**src/rtl/core/rv32ie_pkg.sv**
```systemverilog
// Shared constants, types and encodings of the RV32IM execute core.
// Used by rv32ie_div and rv32im_instruction_execute_core; depends on nothing.
package rv32ie_pkg;

	localparam int unsigned MEM_BYTES = 16384;
	localparam int unsigned MEM_AW    = $clog2(MEM_BYTES);
	localparam int unsigned OUT_W     = 208;

	localparam logic [31:0] RESET_PC   = 32'h8000_0000;
	localparam logic [31:0] RESET_BASE = 32'h8000_0000;

	localparam logic CFG_START_PC = 1'b0;
	localparam logic CFG_MEM_BASE = 1'b1;

	localparam logic [6:0] OP_LUI    = 7'h37;
	localparam logic [6:0] OP_AUIPC  = 7'h17;
	localparam logic [6:0] OP_JAL    = 7'h6f;
	localparam logic [6:0] OP_JALR   = 7'h67;
	localparam logic [6:0] OP_BRANCH = 7'h63;
	localparam logic [6:0] OP_LOAD   = 7'h03;
	localparam logic [6:0] OP_STORE  = 7'h23;
	localparam logic [6:0] OP_IMM    = 7'h13;
	localparam logic [6:0] OP_REG    = 7'h33;
	localparam logic [6:0] OP_SYSTEM = 7'h73;

	localparam logic [6:0] F7_BASE = 7'h00;
	localparam logic [6:0] F7_MULD = 7'h01;
	localparam logic [6:0] F7_ALT  = 7'h20;

	localparam logic [31:0] INSN_EBREAK = 32'h0010_0073;
	localparam logic [31:0] INSN_ECALL  = 32'h0000_0073;
	localparam logic [31:0] INSN_MRET   = 32'h3020_0073;

	localparam logic [11:0] CSR_MSTATUS = 12'h300;
	localparam logic [11:0] CSR_MTVEC   = 12'h305;
	localparam logic [11:0] CSR_MEPC    = 12'h341;
	localparam logic [11:0] CSR_MCAUSE  = 12'h342;

	localparam logic [4:0] REG_A0 = 5'd10;
	localparam logic [4:0] REG_A7 = 5'd17;

	typedef enum logic [1:0] {
		CS_MSTATUS,
		CS_MTVEC,
		CS_MEPC,
		CS_MCAUSE
	} csr_sel_t;

	typedef enum logic [2:0] {
		SRC_ALU,
		SRC_LOAD,
		SRC_MUL_LO,
		SRC_MUL_HI,
		SRC_QUO,
		SRC_REM
	} res_src_t;

	typedef struct packed {
		logic        start;
		logic        sgn;
		logic [31:0] a;
		logic [31:0] b;
	} div_req_t;

	typedef struct packed {
		logic        done;
		logic [31:0] quo;
		logic [31:0] rem;
	} div_rsp_t;

endpackage

```
**src/rtl/core/rv32ie_div.sv**
```systemverilog
// Iterative 32-bit divider, one quotient bit a cycle, RISC-V signed and zero rules.
// Depends on rv32ie_pkg.
module rv32ie_div (
	input  logic                 clk,
	input  logic                 arst_n,
	input  rv32ie_pkg::div_req_t req,
	output rv32ie_pkg::div_rsp_t rsp
);
	import rv32ie_pkg::*;

	logic [31:0] rem_q, quo_q, dvs_q, dvd_q;
	logic [5:0]  cnt_q;
	logic        busy_q, done_q, nq_q, nr_q, bz_q;
	logic [32:0] trial;
	logic        na, nb;

	assign na    = req.sgn & req.a[31];
	assign nb    = req.sgn & req.b[31];
	assign trial = {rem_q, quo_q[31]} - {1'b0, dvs_q};

	always_ff @(posedge clk or negedge arst_n) begin
		if (!arst_n) begin
			busy_q <= 1'b0;
			done_q <= 1'b0;
			cnt_q  <= '0;
		end else begin
			done_q <= 1'b0;
			if (req.start) begin
				busy_q <= 1'b1;
				cnt_q  <= 6'd32;
			end else if (busy_q) begin
				cnt_q <= cnt_q - 6'd1;
				if (cnt_q == 6'd1) begin
					busy_q <= 1'b0;
					done_q <= 1'b1;
				end
			end
		end
	end

	always_ff @(posedge clk) begin
		if (req.start) begin
			rem_q <= '0;
			quo_q <= na ? (32'd0 - req.a) : req.a;
			dvs_q <= nb ? (32'd0 - req.b) : req.b;
			dvd_q <= req.a;
			nq_q  <= na ^ nb;
			nr_q  <= na;
			bz_q  <= (req.b == '0);
		end else if (busy_q) begin
			if (!trial[32]) begin
				rem_q <= trial[31:0];
				quo_q <= {quo_q[30:0], 1'b1};
			end else begin
				rem_q <= {rem_q[30:0], quo_q[31]};
				quo_q <= {quo_q[30:0], 1'b0};
			end
		end
	end

	assign rsp.done = done_q;
	assign rsp.quo  = bz_q ? '1 : (nq_q ? (32'd0 - quo_q) : quo_q);
	assign rsp.rem  = bz_q ? dvd_q : (nr_q ? (32'd0 - rem_q) : rem_q);

endmodule

```
**config.mk**
```make
export PLATFORM = sky130hd
export DESIGN_NAME = rv32ie_div
export DESIGN_NICKNAME = d
export VERILOG_FILES = /design/src/rtl/core/rv32ie_pkg.sv /design/src/rtl/core/rv32ie_div.sv
export SDC_FILE = /design/constraint.sdc
export NUM_CORES = 1
export LEC_CHECK = 0
export BUFFER_PORTS_ARGS = -buffer_cell sky130_fd_sc_hd__clkbuf_2
export CAP_MARGIN = 20
export CORE_UTILIZATION = 32
export CTS_BUF_LIST = sky130_fd_sc_hd__clkbuf_16
export CTS_CLUSTER_SIZE = 8
export DETAILED_ROUTE_END_ITERATION = 7
export GPL_ROUTABILITY_DRIVEN = 0
export GPL_TIMING_DRIVEN = 0
export MAX_ROUTING_LAYER = met4
export PLACE_DENSITY = 0.55
export SLEW_MARGIN = 15
export SYNTH_ARGS = -nofsm -noshare
export SYNTH_HDL_FRONTEND = slang
export SYNTH_SLANG_ARGS = --single-unit
```
**constraint.sdc**
```tcl
create_clock -name clk -period 3.42 [get_ports clk]
set_input_delay 0.513 -clock clk [delete_from_list [all_inputs] [get_ports clk]]
set_output_delay 0.513 -clock clk [all_outputs]
set_load 0.02 [all_outputs]
```
* Word level (Yosys, flattened, before mapping) *
Cells that the tools add are included.

cells by class
  equality and inequality tests = 1
  bitwise operators = 3
  $add $sub $neg = 6
  reduce and logical (&&, ||, !) cells = 2
  mux-type cells = 18

operators by type and width
  operator                 number
  $mux W32                 9
  $sub A1 B32 Y32 const A  4
  $sub A33 B32 Y33         1
  $logic_not A32 Y1        1
  $mux W6                  2
  $mux W1                  7
  $eq A6 B1 Y1 const B     1
  $sub A6 B1 Y6 const B    1
  $and A1 B1 Y1            2
  $reduce_bool A2 Y1       1
  $xor A1 B1 Y1            1

storage, ports and cells
  register bits = 139
  output and inout bits = 65
  logic and storage cells = 40

* Depth between registers and ports, before layout *
  depth in word-level cells = 4
  mapped depth = 14

* Worst setup path before layout *
Ideal clock, no wire load.

  kind = register to output
  start point = register rem_q[2]
  end point = output port rsp[26] (netlist name)
  stages on the path, launching flop included = 9
  required time = 2.907 ns
  setup slack = -0.347 ns
  data arrival time = 3.254 ns
  path through = dfxtp_1 or4_4 nor4_4 or4b_4 or4_4 or4b_4 nand2_1 xor2_1 o21ai_0

RTL lines
  item                    line              RTL
  from (decl)             rv32ie_div.sv:11  logic [31:0] rem_q, quo_q, dvs_q, dvd_q;
  from (signal assigned)  rv32ie_div.sv:52  rem_q <= trial[31:0];
  from (signal assigned)  rv32ie_div.sv:55  rem_q <= {rem_q[30:0], quo_q[31]};
  to (decl)               rv32ie_div.sv:7   output rv32ie_pkg::div_rsp_t rsp

==> metrics.md <==
| Metric | Value |
|---|---|
| Status | `finished, violations left` |
| Failing checks | `design-rule violations, negative setup slack` |
| Top cells by area, synth | `edfxtp_1 (30%), xor2_1 (7.5%), dfxtp_1 (6.4%)` |
| Main synth FF type | `edfxtp_1` |
| Clock-pin slew of the registers on the worst-case setup and hold paths | `0.07 ns` |
| Final Setup Violations | `22` |
| Placement Setup Slack | `-0.8643 ns` |
| Reg2reg setup slack | `0.11 ns` |
| Syn Inst Count | `1,155` |
| Worst Setup End Kind | `primary output` |
| Core Region | `30,750 µm²` |
| CTS tree | `done` |
| Synth top cells by count | `nand2_1 (134), nor2_1 (105), edfxtp_1 (99)` |
| Total power | `8.741 mW` |
| DR pass1 iterations | `8` |
| Max VDD drop | `0.4973 mV` |
| Yosys warning count | `0` |
| Crit share post-route | `1.245` |
| EDFF count, synth | `99` |
| Final instance area | `12,810 µm²` |
| H-tree level count | `4` |
| DRC viols | `8` |
| Fin util | `0.4167` |
| Clock Path Buffers | `2` |
| Post-synth net total | `1,262` |
| Total CTS buffers | `17` |
| Hold WC Path Type | `in2reg` |
| Synth async-reset ratio | `0.05755` |
| CTS Sinks | `139` |
| Clock Tree Root | `clkbuf_16` |
| Worst Skew | `0.009453 ns` |
| # port buffers | `132` |
| Die Span Y | `179.3 µm` |
| Netlist Area Pre-Place | `10,060 µm²` |
| Final #Nets | `1,446` |
| Max Slew Vio Count | `0` |
| Dpl hpwl | `24,810 µm` |
| CP Max Fanout | `2` |
| Layout filler cell count | `3,065` |
| Hold WS | `0.3133 ns` |
| Post-Route WL | `32,720 µm` |
| FMAX | `0.2349 GHz` |
| Sequential Area | `3836 µm²` |
| Initial antenna violation count | `0` |
| Vias in the first global route | `8,923` |
| Total track usage | `0.2097` |
| Syn avg cell area | `8.713 µm²` |
| Register area share after synthesis | `0.3790` |
| Multi-input logic area | `6272 µm²` |
| Yosys cell types | `70` |
| Worst skew pair latency | `0.43 ns` |
| Fin. Hold Viols | `0` |
| Initial core utilization | `0.3273` |
| FP Rows | `64` |
| Initial drt markers | `653` |
| PD cells | `682.2 nW/µm²` |
| Largest net degree at the start of global routing | `50` |
| Via count | `9,349` |
| Final min period | `4.258 ns` |
| Critical path required time | `2.91 ns` |
| Grt total ovfl | `0` |
| Number of antenna diodes | `0` |
| First-pass GRT wire length | `49,720 µm` |
| Worst-Margin Slew | `0.9729 ns` |
| CP arrival | `3.75 ns` |
| IO Pins | `133` |
| RSZ-0062 raised after global routing | `yes` |
| Vias per std cell | `5.348` |
| Ratio of cells with drive above 1 in the final layout | `0.2234` |
| Leak pwr | `5.182 nW` |
| Register bit count reported by yosys | `139` |
| Routed WL per cell | `18.72 µm` |
| DRT antenna net count | `0` |
| Total of max-cap violations | `0` |
| Critical setup path kind | `reg2out` |
| Yosys top cell area share | `0.2954` |
| Die area | `32,160 µm²` |
| Cell with the most instances after synthesis | `nand2_1` |
| Leading area contributor after synthesis | `edfxtp_1` |
| Placed inst area | `11,270 µm²` |
| Die W | `179.3 µm` |
| Area delta synth->final | `27.33%` |
| Worst setup SP type | `flip-flop` |
| Slew margin rel. | `0.3514` |
| Setup ws final | `-0.8380 ns` |
[per-layer routing]
metal	global-route usage	wire (µm)
met1	0.2756	14890
met2	0.3321	15260
met3	0.02848	1859
met4	0.06793	709
met5	-	0
[metrics by stage]
step	setup TNS, ns	std cells
after floorplan	-0.5432	1155
after global placement	-50.24	1683
after detailed placement	-29.21	1684
after CTS	-10.69	1744
after global routing	-11.84	1748
final	-10.20	1748
[registers in the layout, indices dropped and copies added, names as in the netlist]
name / count
done_q: 1
dvd_q: 32
quo_q: 32
busy_q: 1
rem_q: 32
dvs_q: 32
nr_q: 1
bz_q: 1
nq_q: 1
cnt_q: 6
[power by group]
group	leakage [nW]	internal (mW)	switching (mW)
clock	0.289	1.11	0.839
combinational	3.55	1.82	2.39
sequential	1.35	2.13	0.455
[layout by cell type, fill, tap and decap left out, types with 8 or more instances in the layout]
cell,count
a211oi_1,19
a21o_1,12
a21oi_1,79
a31oi_1,9
and2_1,9
buf_4,28
buf_6,14
clkbuf_1,50
clkbuf_16,17
clkbuf_2,110
clkbuf_8,13
dfrtp_1,8
dfxtp_1,20
dfxtp_2,9
edfxtp_1,99
ha_1,37
inv_1,57
mux2i_1,24
nand2_1,133
nand2b_1,8
nand3_1,11
nand4_1,9
nor2_1,104
nor3_1,19
nor4_1,13
o21ai_0,71
o21ai_2,18
o31ai_1,15
o31ai_4,8
o41ai_1,12
or3_1,9
xnor2_1,60
xor2_1,81
[critical path, stage by stage, from the launching register on]
cell and delay (ns):
dfxtp_4 0.37, or4_4 0.55, nor4_4 0.21, or4b_4 0.52, or4_4 0.44, buf_4 0.16, or3_4 0.35, o31ai_4 0.18
xor2_1 0.11, o21ai_2 0.23, clkbuf_8 0.19
[final timing paths]
check                                      startpoint                endpoint  cells past startpoint
worst max register to register     dvs_q[0]$_DFFE_PP_  rem_q[19]$_SDFFE_PP0P_                     12
min in group asynchronous                      arst_n    cnt_q[3]$_DFFE_PN0P_                      2
worst min-delay path                          req[37]      dvd_q[5]$_DFFE_PP_                      1
worst min register to register   cnt_q[5]$_DFFE_PN0P_    cnt_q[5]$_DFFE_PN0P_                      2
worst max-delay path            rem_q[4]$_SDFFE_PP0P_                 rsp[24]                     10
max in group asynchronous                      arst_n    cnt_q[5]$_DFFE_PN0P_                      2
[cells by family after synthesis]
kind of cell	share of synthesized area
simple gates	0.1849
fa+ha+maj	0.04924
flops	0.3790
buf+inv	0.04551
mux	0.02723
compound gates	0.1871
xor+xnor	0.1271
[repair_timing]
| item | in CTS | in global routing |
|---|---|---|
| buffers inserted | 29 | 5 |
| hold endpoints to repair | 8 | 0 |
| endpoints found under the setup margin | 64 | 64 |
| pin swaps | 22 | 27 |
| resized for setup | 119 | 61 |
| hold buffers | 1 | 0 |
[area by class of cell]
class | count | area share
multi-input cells | 896 | 0.4895
flip-flops and latches | 139 | 0.2994
repair buffers | 167 | 0.08788
well taps | 396 | 0.03867
clock buffers | 17 | 0.03320
plain buffers | 58 | 0.01972
inverters | 60 | 0.01758
clock inverters | 15 | 0.01406
Power figures use the tool's default switching activity.
